### config.mk
export PLATFORM = sky130hd
export DESIGN_NAME = gsed_ctrl
export DESIGN_NICKNAME = d
export VERILOG_FILES = /design/src/design/graph_sequence_edit_distance_top_defines.svh /design/src/design/gsed_pkg.sv /design/src/design/gsed_ctrl.sv
export SDC_FILE = /design/constraint.sdc
export NUM_CORES = 1
export LEC_CHECK = 0
export BUFFER_PORTS_ARGS = -buffer_cell sky130_fd_sc_hd__buf_2
export CAP_MARGIN = 40
export CORE_MARGIN = 2
export CORE_UTILIZATION = 48
export CTS_CLUSTER_DIAMETER = 50
export DETAILED_ROUTE_END_ITERATION = 16
export GPL_TIMING_DRIVEN = 0
export PLACE_DENSITY = 0.84
export SLEW_MARGIN = 30
export SYNTH_ARGS = -nofsm -noshare
export SYNTH_HDL_FRONTEND = slang
export SYNTH_SLANG_ARGS = --single-unit
export TNS_END_PERCENT = 30
### constraint.sdc
create_clock -name clk -period 3.9 [get_ports clk]
set_clock_uncertainty 0.2 [all_clocks]
set_input_delay 0.195 -clock clk [delete_from_list [all_inputs] [get_ports clk]]
set_output_delay 0.195 -clock clk [all_outputs]
set_load 0.02 [all_outputs]
### src/design/graph_sequence_edit_distance_top_defines.svh
// Assertion macros for the graph sequence edit distance block.
// Used by the top level only; no dependencies.
`ifndef GRAPH_SEQUENCE_EDIT_DISTANCE_TOP_DEFINES_SVH
`define GRAPH_SEQUENCE_EDIT_DISTANCE_TOP_DEFINES_SVH

// Same-cycle implication on clk, disabled during reset
`define GSED_ASSERT_NOW(lbl, ante, cons, msg) \
	lbl: assert property (@(posedge clk) disable iff (!arst_n) (ante) |-> (cons)) \
		else $error(msg);

// Next-cycle implication on clk, disabled during reset
`define GSED_ASSERT_NEXT(lbl, ante, cons, msg) \
	lbl: assert property (@(posedge clk) disable iff (!arst_n) (ante) |=> (cons)) \
		else $error(msg);

`endif

### src/design/gsed_pkg.sv
// Shared codes and controller/datapath interface types for the graph
// sequence edit distance block. No dependencies.
package gsed_pkg;

	// input opcodes
	localparam logic [1:0] OP_LETTER = 2'd0;
	localparam logic [1:0] OP_EDGE   = 2'd1;
	localparam logic [1:0] OP_CHAR   = 2'd2;
	localparam logic [1:0] OP_CLEAR  = 2'd3;

	// result status codes
	localparam logic [1:0] STS_READY = 2'd0;
	localparam logic [1:0] STS_FULL  = 2'd1;
	localparam logic [1:0] STS_ORDER = 2'd2;

	typedef struct packed {
		logic item_load;
		logic letter_wr;
		logic cnt_rd_edge;
		logic edge_wr;
		logic node_first;
		logic node_next;
		logic node_rd;
		logic node_eval;
		logic pred_rd;
		logic pred_eval;
		logic row_eval;
		logic node_wr;
		logic copy_clr;
		logic copy_step;
		logic rn_inc;
		logic rn_clr;
		logic res_full;
		logic res_order;
		logic res_dist;
		logic out_load;
		logic clr_clr;
		logic clr_step;
		logic clr_prev;
		logic clr_cnt;
	} gsed_cmd_t;

	typedef struct packed {
		logic [1:0] op;
		logic       node_ok;
		logic       pred_bad;
		logic       cnt_full;
		logic       cnt_zero;
		logic       k_last;
		logic       j_last;
		logic       last;
		logic       copy_done;
		logic       clr_last;
		logic       out_free;
	} gsed_stat_t;

endpackage

### src/design/gsed_ctrl.sv
// Controller state machine for the graph sequence edit distance block.
// Depends on gsed_pkg for opcodes and the command/status structs.
module gsed_ctrl
	import gsed_pkg::*;
(
	input  logic       clk,
	input  logic       arst_n,
	input  logic       in_valid,
	input  gsed_stat_t stat,
	output logic       idle,
	output gsed_cmd_t  cmd
);

	localparam logic [3:0] S_IDLE      = 4'd0;
	localparam logic [3:0] S_DECODE    = 4'd1;
	localparam logic [3:0] S_EDGE      = 4'd2;
	localparam logic [3:0] S_NODE_RD   = 4'd3;
	localparam logic [3:0] S_NODE_EVAL = 4'd4;
	localparam logic [3:0] S_PRED_RD   = 4'd5;
	localparam logic [3:0] S_PRED_EVAL = 4'd6;
	localparam logic [3:0] S_ROW_EVAL  = 4'd7;
	localparam logic [3:0] S_WRITE     = 4'd8;
	localparam logic [3:0] S_COPY      = 4'd9;
	localparam logic [3:0] S_RESULT    = 4'd10;
	localparam logic [3:0] S_EMIT      = 4'd11;
	localparam logic [3:0] S_CLEAR     = 4'd12;

	logic [3:0] state_q, state_d;
	logic       clr_prev_q, clr_prev_d;
	logic       clr_cnt_q, clr_cnt_d;
	logic       go_clear_q, go_clear_d;

	assign idle = (state_q == S_IDLE);

	// next state and commands
	always_comb begin
		cmd        = '0;
		state_d    = state_q;
		clr_prev_d = clr_prev_q;
		clr_cnt_d  = clr_cnt_q;
		go_clear_d = go_clear_q;
		unique case (state_q)
			S_IDLE: begin
				if (in_valid) begin
					cmd.item_load = 1'b1;
					state_d       = S_DECODE;
				end
			end
			S_DECODE: begin
				unique case (stat.op)
					OP_LETTER: begin
						cmd.letter_wr = 1'b1;
						state_d       = S_IDLE;
					end
					OP_EDGE: begin
						if (stat.node_ok) begin
							cmd.cnt_rd_edge = 1'b1;
							state_d         = S_EDGE;
						end else begin
							state_d = S_IDLE;
						end
					end
					OP_CHAR: begin
						cmd.node_first = 1'b1;
						state_d        = S_NODE_RD;
					end
					OP_CLEAR: begin
						cmd.clr_clr = 1'b1;
						clr_prev_d  = 1'b0;
						clr_cnt_d   = 1'b1;
						state_d     = S_CLEAR;
					end
					default: state_d = S_IDLE;
				endcase
			end
			S_EDGE: begin
				go_clear_d = 1'b0;
				priority if (stat.pred_bad) begin
					cmd.res_order = 1'b1;
					state_d       = S_EMIT;
				end else if (stat.cnt_full) begin
					cmd.res_full = 1'b1;
					state_d      = S_EMIT;
				end else begin
					cmd.edge_wr = 1'b1;
					state_d     = S_IDLE;
				end
			end
			S_NODE_RD: begin
				cmd.node_rd = 1'b1;
				state_d     = S_NODE_EVAL;
			end
			S_NODE_EVAL: begin
				cmd.node_eval = 1'b1;
				state_d       = stat.cnt_zero ? S_WRITE : S_PRED_RD;
			end
			S_PRED_RD: begin
				cmd.pred_rd = 1'b1;
				state_d     = S_PRED_EVAL;
			end
			S_PRED_EVAL: begin
				cmd.pred_eval = 1'b1;
				state_d       = S_ROW_EVAL;
			end
			S_ROW_EVAL: begin
				cmd.row_eval = 1'b1;
				state_d      = stat.k_last ? S_WRITE : S_PRED_RD;
			end
			S_WRITE: begin
				cmd.node_wr = 1'b1;
				if (!stat.j_last) begin
					cmd.node_next = 1'b1;
					state_d       = S_NODE_RD;
				end else if (stat.last) begin
					state_d = S_RESULT;
				end else begin
					cmd.copy_clr = 1'b1;
					state_d      = S_COPY;
				end
			end
			S_COPY: begin
				cmd.copy_step = 1'b1;
				if (stat.copy_done) begin
					cmd.rn_inc = 1'b1;
					state_d    = S_IDLE;
				end
			end
			S_RESULT: begin
				cmd.res_dist = 1'b1;
				cmd.rn_clr   = 1'b1;
				go_clear_d   = 1'b1;
				state_d      = S_EMIT;
			end
			S_EMIT: begin
				if (stat.out_free) begin
					cmd.out_load = 1'b1;
					if (go_clear_q) begin
						cmd.clr_clr = 1'b1;
						clr_prev_d  = 1'b1;
						clr_cnt_d   = 1'b0;
						state_d     = S_CLEAR;
					end else begin
						state_d = S_IDLE;
					end
				end
			end
			S_CLEAR: begin
				cmd.clr_step = 1'b1;
				cmd.clr_prev = clr_prev_q;
				cmd.clr_cnt  = clr_cnt_q;
				if (stat.clr_last) begin
					state_d = S_IDLE;
				end
			end
			default: state_d = S_IDLE;
		endcase
	end

	// state registers; reset starts with a full clearing pass
	always_ff @(posedge clk or negedge arst_n) begin
		if (!arst_n) begin
			state_q    <= S_CLEAR;
			clr_prev_q <= 1'b1;
			clr_cnt_q  <= 1'b1;
			go_clear_q <= 1'b0;
		end else begin
			state_q    <= state_d;
			clr_prev_q <= clr_prev_d;
			clr_cnt_q  <= clr_cnt_d;
			go_clear_q <= go_clear_d;
		end
	end

endmodule

After elaboration in Yosys (flattened, before gate mapping)
Cells that the tools add are included.
{"block": "word_totals", "elab_cells": 88, "output_inout_bits": 25, "regBits": 7}
{"block": "classes", "n_reduce_logical": 6, "n_eq_ne": 21, "n_mux": 57}
{"cell": "$pmux W4 S13", "count": 1}
{"cell": "$mux W4", "count": 10}
{"cell": "$mux W1", "count": 33}
{"cell": "$eq A4 B4 Y1 const B", "count": 5}
{"cell": "$eq A4 B3 Y1 const B", "count": 4}
{"cell": "$pmux W4 S4", "count": 1}
{"cell": "$mux W2", "count": 7}
{"cell": "$ne A2 B2 Y1 const B", "count": 5}
{"cell": "$eq A4 B2 Y1 const B", "count": 2}
{"cell": "$pmux W1 S2", "count": 4}
{"cell": "$reduce_and A4 Y1", "count": 2}
{"cell": "$eq A2 B2 Y1 const B", "count": 2}
{"cell": "$eq A4 B1 Y1 const B", "count": 1}
{"cell": "$logic_not A4 Y1", "count": 1}
{"cell": "$reduce_bool A2 Y1", "count": 2}
{"cell": "$mux W3", "count": 1}
{"cell": "$eq A2 B1 Y1 const B", "count": 1}
{"cell": "$logic_not A2 Y1", "count": 1}
{"cell": "$ne A2 B1 Y1 const B", "count": 1}

Logic depth before layout (Yosys ltp)
Gate-level depths: netlist of the first run.
{"block": "logic_depth", "depth_word": 3, "mapped_depth": 6, "depth_no_buf": 4}

Least setup slack after synthesis of the first run
Ideal clock, no wire load.
{"block": "synth_path", "path_kind": "reg-to-output", "from": "register state_q[1]", "to": "output cmd[23] (netlist bit)", "n_path_buf": 2, "stages_incl_launch_ff": 5, "setup_slack_ns": 1.757, "arrival_ns": 1.748, "required_time_ns": 3.505, "cell_sequence": "dfrtp_1 > buf_6 > buf_2 > nor4_1 > and2_1"}
{"element": "start, declared", "line_no": "gsed_ctrl.sv:28", "text": "logic [3:0] state_q, state_d;"}
{"element": "start signal, assigned", "line_no": "gsed_ctrl.sv:167", "text": "state_q <= state_d;"}
{"element": "end, declared", "line_no": "gsed_ctrl.sv:11", "text": "output gsed_cmd_t cmd"}

==> results of run 1 <==
-- Yosys cell counts (2+ instances only) --
cell type,count
nor2_1,13
nand2b_1,8
nor3_1,7
nand2_1,6
o21ai_0,6
nand3_1,5
and2_1,4
dfstp_2,4
and3_1,3
buf_2,3
buf_4,3
dfrtp_1,3
inv_1,3
a21o_1,2
a21oi_1,2
buf_6,2
nor2b_1,2
nor4_1,2
o211ai_1,2
o22ai_1,2
-- cells by family after synthesis --
kind of cell           after synthesis  synth area share (%)
buffers and inverters               12                 9.739
DFF                                  7                 23.38
and+or+nand+nor                     57                 41.07
AOI/OAI and AO/OA                   25                 25.81
-- layer usage --
layer	GRT usage, %	vias to the layer above
met5	0	-
met4	7.273	0
met3	4.898	4
met2	43.24	32
met1	27.48	438
li1	-	456
-- worst max-delay path, stage by stage (launching register included) --
cell	delay (ns)
dfstp_2	0.50
buf_2	0.20
buf_2	0.24
nand2b_1	0.24
nor2_1	0.08
and2_1	0.15
buf_2	0.15
-- sequential cells by signal, summed over array words and instances (netlist names) --
name	count
go_clear_q	1
state_q	4
clr_prev_q	1
clr_cnt_q	1
-- repair_timing --
| item | 4_1_cts | 5_1_grt |
|---|---|---|
| hold buffers | 2 | 0 |
| gates resized for setup | 0 | 0 |
| endpoints found under the hold margin | 8 | 0 |
-- cell type report --
cell class                      instances  area (µm²)
Buffer                                  9       63.81
Sequential cell                         7       180.2
Timing Repair Buffer                   41       215.2
Tap cell                               16       20.02
Multi-Input combinational cell         82       515.5
Fill cell                             133       474.2
Clock buffer                            4       26.28
Inverter                                3       11.26
-- per-stage QoR --
stage	hold slack, ns	total power [W]
6_report	0.09801	0.0006732
5_1_grt	0.1103	0.0007168
4_1_cts	0.1043	0.0006706
3_5_place_dp	-0.1704	0.0006026
3_3_place_gp	-0.1746	0.0005862
2_1_floorplan	-0.3006	0.0004853
-- power by group --
part	leakage (nW)	internal, W	switching [W]
clock	0.0150	0.0000390	0.0000259
combinational	0.420	0.000188	0.000286
sequential	0.0797	0.000116	0.0000187
-- how the worst max path moves through the flow --
stage                   end  slack (ns)
global route         cmd[9]        1.56
floorplan           cmd[23]        1.76
detailed placement   cmd[9]        1.95
finish               cmd[9]        1.67
global placement     cmd[9]        1.97
CTS                  cmd[9]        1.67
==> impl_summary.log, run 1 <==
INFO  metric ys_async_sr_fraction = 100.0%
INFO  metric avgViaCountPerCell = 5.741
INFO  metric antenna_cells_inserted = 0
INFO  metric worst_skew_pair.late_latency = 0.25 ns
INFO  metric slew_headroom = 72.39%
INFO  metric synth.yosys.seq_area_share = 23.38%
INFO  metric htree_levels = 1
INFO  metric cts_tree = built
INFO  metric route.top_layer_used = met4
INFO  metric wl_met1 = 975 µm
INFO  metric worstSetupStartpoint = state_q[2]
INFO  metric antenna_left = 0
INFO  metric detailroute.wirelength.met2 = 1144 µm
INFO  metric post_synth.cell_area_avg = 7.631 µm²
INFO  metric timing.final.setup_violations = 0
INFO  metric first_global_vias = 856
INFO  metric finalWirelength = 2242 µm
INFO  metric place.port_buffers = 39
INFO  metric yosysUniqueCellTypes = 39
INFO  metric post_layout_nonfiller_instances = 162
INFO  metric design.core.area = 0.001506 mm²
INFO  metric layout.core_utilization = 68.52%
INFO  metric num_rows = 14
INFO  metric setup.worst_path.class = flop to output pin
INFO  metric cts_made_buffers = 3
INFO  metric clock_root_buffer = clkbuf_4
INFO  metric rr_worst_depth = 6
INFO  metric p_leak = 0.5146 nW
INFO  metric min-delay-start = in_valid
INFO  metric post_cts_setup_buffer_count = 0
INFO  metric design.final.nets = 162
INFO  metric routed-via-count = 930
INFO  metric remaining_design_rule_violation_count = 0
INFO  metric synth.ff_latch_count = 7
INFO  metric clk_path_buf_depth = 2
INFO  metric crit_arrival = 1.83 ns
INFO  metric ys_top_cells_by_area = dfstp_2 14%, dfrtp_1 9.7%, nand2b_1 6.5%
INFO  metric reg2reg_from = state_q[2]
INFO  metric grt.total_usage = 23.68%
INFO  metric reg2reg_to = state_q[1]
INFO  metric number_of_enable_flip_flop_cells_after_synthesis = 0
INFO  metric rsz0062_at_grt = false
INFO  metric first_pass_grt_wire_length = 3498 µm
INFO  metric dp_worst_setup_slack = 1.947 ns
INFO  metric crit_path_end_kind = output pin
INFO  metric worst-slew-pin-transition = 0.4141 ns
INFO  metric die_height = 44.07 µm
INFO  metric drtIter0Drc = 28
INFO  metric maxClockFrequency = 0.4485 GHz
INFO  metric fin_tns_setup = 0 ns
INFO  metric slack_of_the_worst_reg_to_reg_path = 1.99 ns
INFO  metric die-area = 0.001942 mm²
INFO  metric final-hold-violation-count = 0
INFO  metric critPathLaunchType = flop
INFO  metric placed_wire_length_estimate = 1786 µm
INFO  metric cp_max_fo = 10
INFO  metric avgRoutedWirePerCell = 13.84 µm
INFO  metric min_path_type = primary input to flop
INFO  metric placed_cells_incl_taps = 156
INFO  metric drive_above_1_share = 41.78%
INFO  metric post-route-period-util = 57.17%
INFO  metric warnings_synthesis = 0
INFO  metric yosysTopAreaCellShare = 13.64%
INFO  metric grt_antenna_before_repair = 0
INFO  metric ios = 40
INFO  metric ir_drop = 0.3643 mV
INFO  metric layout_commonest_cell = buf_2
INFO  metric min_path_cells = 3
INFO  metric worst_setup_hold_path_clk_slew = 0.05 ns
INFO  metric drt_pre_antenna_iters = 4
INFO  metric outcome = completed
INFO  metric final_cell_mix = 42 x buf_2, 13 x nor2_1, 8 x nand2b_1
INFO  metric post-route-worst-setup-slack = 1.670 ns
INFO  metric syn-instance-count = 101
INFO  metric mappedNetlistNets = 116
INFO  metric hold_end = state_q[3]
INFO  metric grt_max_degree = 11
INFO  metric synth.cell_area = 770.7 µm²
INFO  metric final-max-slew-violation-count = 0
INFO  metric synth.largest_area_cell = dfstp_2
INFO  metric dominantRegCellSynth = dfstp_2
INFO  metric timing.max_cap.violations = 0
INFO  metric gp_congestion = 0.9528
INFO  metric power_density = 652.1 mW/mm²
INFO  metric area_delta_synth_final = 33.93%
INFO  metric detailroute.wirelength.met3 = 109 µm
INFO  metric clock-sinks = 7
INFO  metric fp.dieW = 44.07 µm
INFO  metric dpl-instance-area = 985.9 µm²
INFO  metric critPathRequiredTime = 3.50 ns
INFO  metric initial_standard_cell_utilization_of_the_core = 51.16%
INFO  metric period_needed = 2.230 ns
INFO  metric postLayoutCellArea = 0.001032 mm²
INFO  metric grt_overflow = 0
Power figures use the tool's default switching activity.
==> run 2, diff against run 1 <==
--- a/config.mk
+++ b/config.mk
@@ -5,14 +5,15 @@
 export SDC_FILE = /design/constraint.sdc
 export NUM_CORES = 1
 export LEC_CHECK = 0
+export ABC_AREA = 1
 export BUFFER_PORTS_ARGS = -buffer_cell sky130_fd_sc_hd__buf_2
 export CAP_MARGIN = 40
 export CORE_MARGIN = 2
-export CORE_UTILIZATION = 48
+export CORE_UTILIZATION = 43
 export CTS_CLUSTER_DIAMETER = 50
 export DETAILED_ROUTE_END_ITERATION = 16
 export GPL_TIMING_DRIVEN = 0
-export PLACE_DENSITY = 0.84
+export PLACE_DENSITY = 0.78
 export SLEW_MARGIN = 30
 export SYNTH_ARGS = -nofsm -noshare
 export SYNTH_HDL_FRONTEND = slang
==> constraint.sdc (replaced) <==
create_clock -name clk -period 2.3 [get_ports clk]
set_clock_uncertainty 0.2 [all_clocks]
set_input_delay 0.115 -clock clk [delete_from_list [all_inputs] [get_ports clk]]
set_output_delay 0.115 -clock clk [all_outputs]
set_load 0.02 [all_outputs]
==> impl_summary.log, run 2 <==
INFO  metric outcome = completed
INFO  metric rr_worst_depth = 7
INFO  metric critPathRequiredTime = 1.99 ns
INFO  metric grt.total_usage = 19.47%
INFO  metric die-area = 0.002016 mm²
INFO  metric synth.cell_area = 719.4 µm²
INFO  metric power_density = 988.8 mW/mm²
INFO  metric reg2reg_from = state_q[2]
INFO  metric design.final.nets = 196
INFO  metric worst_skew_pair.late_latency = 0.25 ns
INFO  metric setup.worst_path.class = flop to output pin
INFO  metric ys_top_cells_by_area = nand2_1 20%, inv_1 17%, dfstp_2 15%
INFO  metric routed-via-count = 931
INFO  metric number_of_enable_flip_flop_cells_after_synthesis = 0
INFO  metric design.core.area = 0.001541 mm²
INFO  metric synthTopCellsByCount = 39 x nand2_1, 32 x inv_1, 23 x nor2_1
INFO  metric gp_congestion = 0.8529
INFO  metric maxClockFrequency = 0.5340 GHz
INFO  metric crit_path_end_kind = output pin
INFO  metric warnings_synthesis = 0
INFO  metric synth.ff_latch_count = 7
INFO  metric min_path_cells = 4
INFO  metric placed_wire_length_estimate = 1593 µm
INFO  metric final-hold-violation-count = 0
INFO  metric period_needed = 1.873 ns
INFO  metric grt_overflow = 0
INFO  metric grt_antenna_before_repair = 0
INFO  metric drive_above_1_share = 30.56%
INFO  metric reg2reg_to = state_q[1]
INFO  metric timing.max_cap.violations = 0
INFO  metric remaining_design_rule_violation_count = 0
INFO  metric grt_max_degree = 8
INFO  metric place.port_buffers = 39
INFO  metric cts_made_buffers = 3
INFO  metric crit_arrival = 1.56 ns
INFO  metric post_cts_setup_buffer_count = 0
INFO  metric slew_headroom = 76.38%
INFO  metric fillCellCount = 169
INFO  metric post-route-period-util = 81.42%
INFO  metric initial_standard_cell_utilization_of_the_core = 46.67%
INFO  metric first_global_vias = 775
INFO  metric clock_root_buffer = clkbuf_4
INFO  metric mappedNetlistNets = 150
INFO  metric cts_tree = built
INFO  metric yosysTopAreaCellShare = 20.35%
INFO  metric post_synth.cell_area_avg = 5.329 µm²
INFO  metric min-delay-start = stat[0]
INFO  metric htree_levels = 1
INFO  metric antenna_left = 0
INFO  metric antenna_cells_inserted = 0
INFO  metric avgViaCountPerCell = 4.750
INFO  metric p_leak = 0.7110 nW
INFO  metric fp.dieW = 44.91 µm
INFO  metric synth.yosys.seq_area_share = 25.04%
INFO  metric slack_of_the_worst_reg_to_reg_path = 0.63 ns
INFO  metric num_rows = 14
INFO  metric final_cell_mix = 39 x nand2_1, 39 x buf_2, 32 x inv_1
INFO  metric synth.most_common_cell = nand2_1
INFO  metric critPathLaunchType = flop
INFO  metric cts_resized = 0
INFO  metric synth.largest_area_cell = nand2_1
INFO  metric ir_drop = 0.5716 mV
INFO  metric drtIter0Drc = 19
INFO  metric cp_max_fo = 5
INFO  metric timing.final.setup_violations = 0
INFO  metric die_height = 44.91 µm
INFO  metric final-max-slew-violation-count = 0
INFO  metric dominantRegCellSynth = dfstp_2
INFO  metric min_path_type = primary input to flop
INFO  metric first_pass_grt_wire_length = 2932 µm
INFO  metric fin_worst_hold_slack = 0.01685 ns
INFO  metric finalWirelength = 1883 µm
INFO  metric ys_async_sr_fraction = 100.0%
INFO  metric avgRoutedWirePerCell = 9.607 µm
INFO  metric worst_setup_hold_path_clk_slew = 0.05 ns
INFO  metric fin_tns_setup = 0 ns
INFO  metric rsz0062_at_grt = false
INFO  metric syn-instance-count = 135
INFO  metric clk_path_buf_depth = 2
INFO  metric yosysUniqueCellTypes = 15
INFO  metric area_delta_synth_final = 36.35%
INFO  metric clock-sinks = 7
INFO  metric ios = 40
INFO  metric register_with_the_most_flip_flops = state_q
INFO  metric hold_end = state_q[1]
INFO  metric largest_reg_flops = 4
INFO  metric worst-slew-pin-transition = 0.3529 ns
INFO  metric drt_pre_antenna_iters = 4
==> run 2: cell types whose count changed after synthesis, moves of 3 or more <==
cell / before / now
and2_1: 4 / 0
nand3_1: 5 / 12
nand2b_1: 8 / 0
and3_1: 3 / 0
buf_2: 3 / 0
inv_1: 3 / 32
nor2_2: 0 / 3
nand2_1: 6 / 39
nor2_1: 13 / 23
==> run 2: critical path, cell delays in order, from the launching register on <==
cell	delay, ns
dfstp_2	0.56
inv_1	0.07
nand2_1	0.15
inv_2	0.08
nand2_1	0.11
inv_1	0.06
buf_4	0.12
buf_2	0.15
==> run 2: cell type report <==
| cell class | instances | area, µm² | area share, % |
|---|---|---|---|
| multi-input combinational | 92 | 396.6 | 40.43 |
| timing repair buffer | 41 | 215.2 | 21.94 |
| sequential | 7 | 180.2 | 18.37 |
| inverter | 34 | 127.6 | 13.01 |
| clock buffer | 4 | 26.28 | 2.679 |
| tap | 16 | 20.02 | 2.041 |
| buffer | 2 | 15.01 | 1.531 |
==> run 2: metrics by stage <==
stage	cells	util (%)	instance area [µm²]	total power, W	worst slack [ns]
floorplan	135	-	719.4	0.0006850	0.3903
global placement	190	60.63	934.6	0.0008490	0.6613
detailed placement	190	60.63	934.6	0.0008589	0.6412
CTS	196	63.64	980.9	0.0009761	0.4241
global route	196	63.64	980.9	0.001061	0.3064
finish	196	63.64	980.9	0.0009699	0.4273
==> run 2: repair_timing <==
action	4_1_cts	5_1_grt
hold buffers	2	0
endpoints found under the hold margin	8	0
setup endpoints to repair	0	0
==> run 2: worst max path at each step <==
stage | slack [ns] | endpoint | startpoint | cells past startpoint
global route | 0.31 | cmd[5] | state_q[2] | 7
finish | 0.43 | cmd[5] | state_q[2] | 7
global placement | 0.66 | state_q[0] | state_q[2] | 9
detailed placement | 0.64 | state_q[1] | state_q[2] | 7
floorplan | 0.39 | cmd[0] | state_q[3] | 4
CTS | 0.42 | cmd[5] | state_q[2] | 7
==> run 2: layer usage <==
| layer | track usage (%) | part of all wire [%] |
|---|---|---|
| met1 | 24.38 | 44 |
| met2 | 34.20 | 48 |
| met3 | 4.800 | 6.2 |
| met4 | 3.529 | 1.2 |
| met5 | 0 | 0 |
==> run 2: kinds of logic (layout without fill, tap and decap cells) <==
logic type,Yosys count,in the layout,share of synthesized area (%)
and+or+nand+nor,84,84,49.04
AOI/OAI and AO/OA,8,8,6.087
DFF,7,7,25.04
buffers and inverters,36,81,19.83
==> run 2: power by group <==
group	total (W)	switching (W)	internal [W]
Combinational	0.000604	0.000416	0.000188
Sequential	0.000258	0.0000571	0.000200
Clock	0.000108	0.0000422	0.0000660
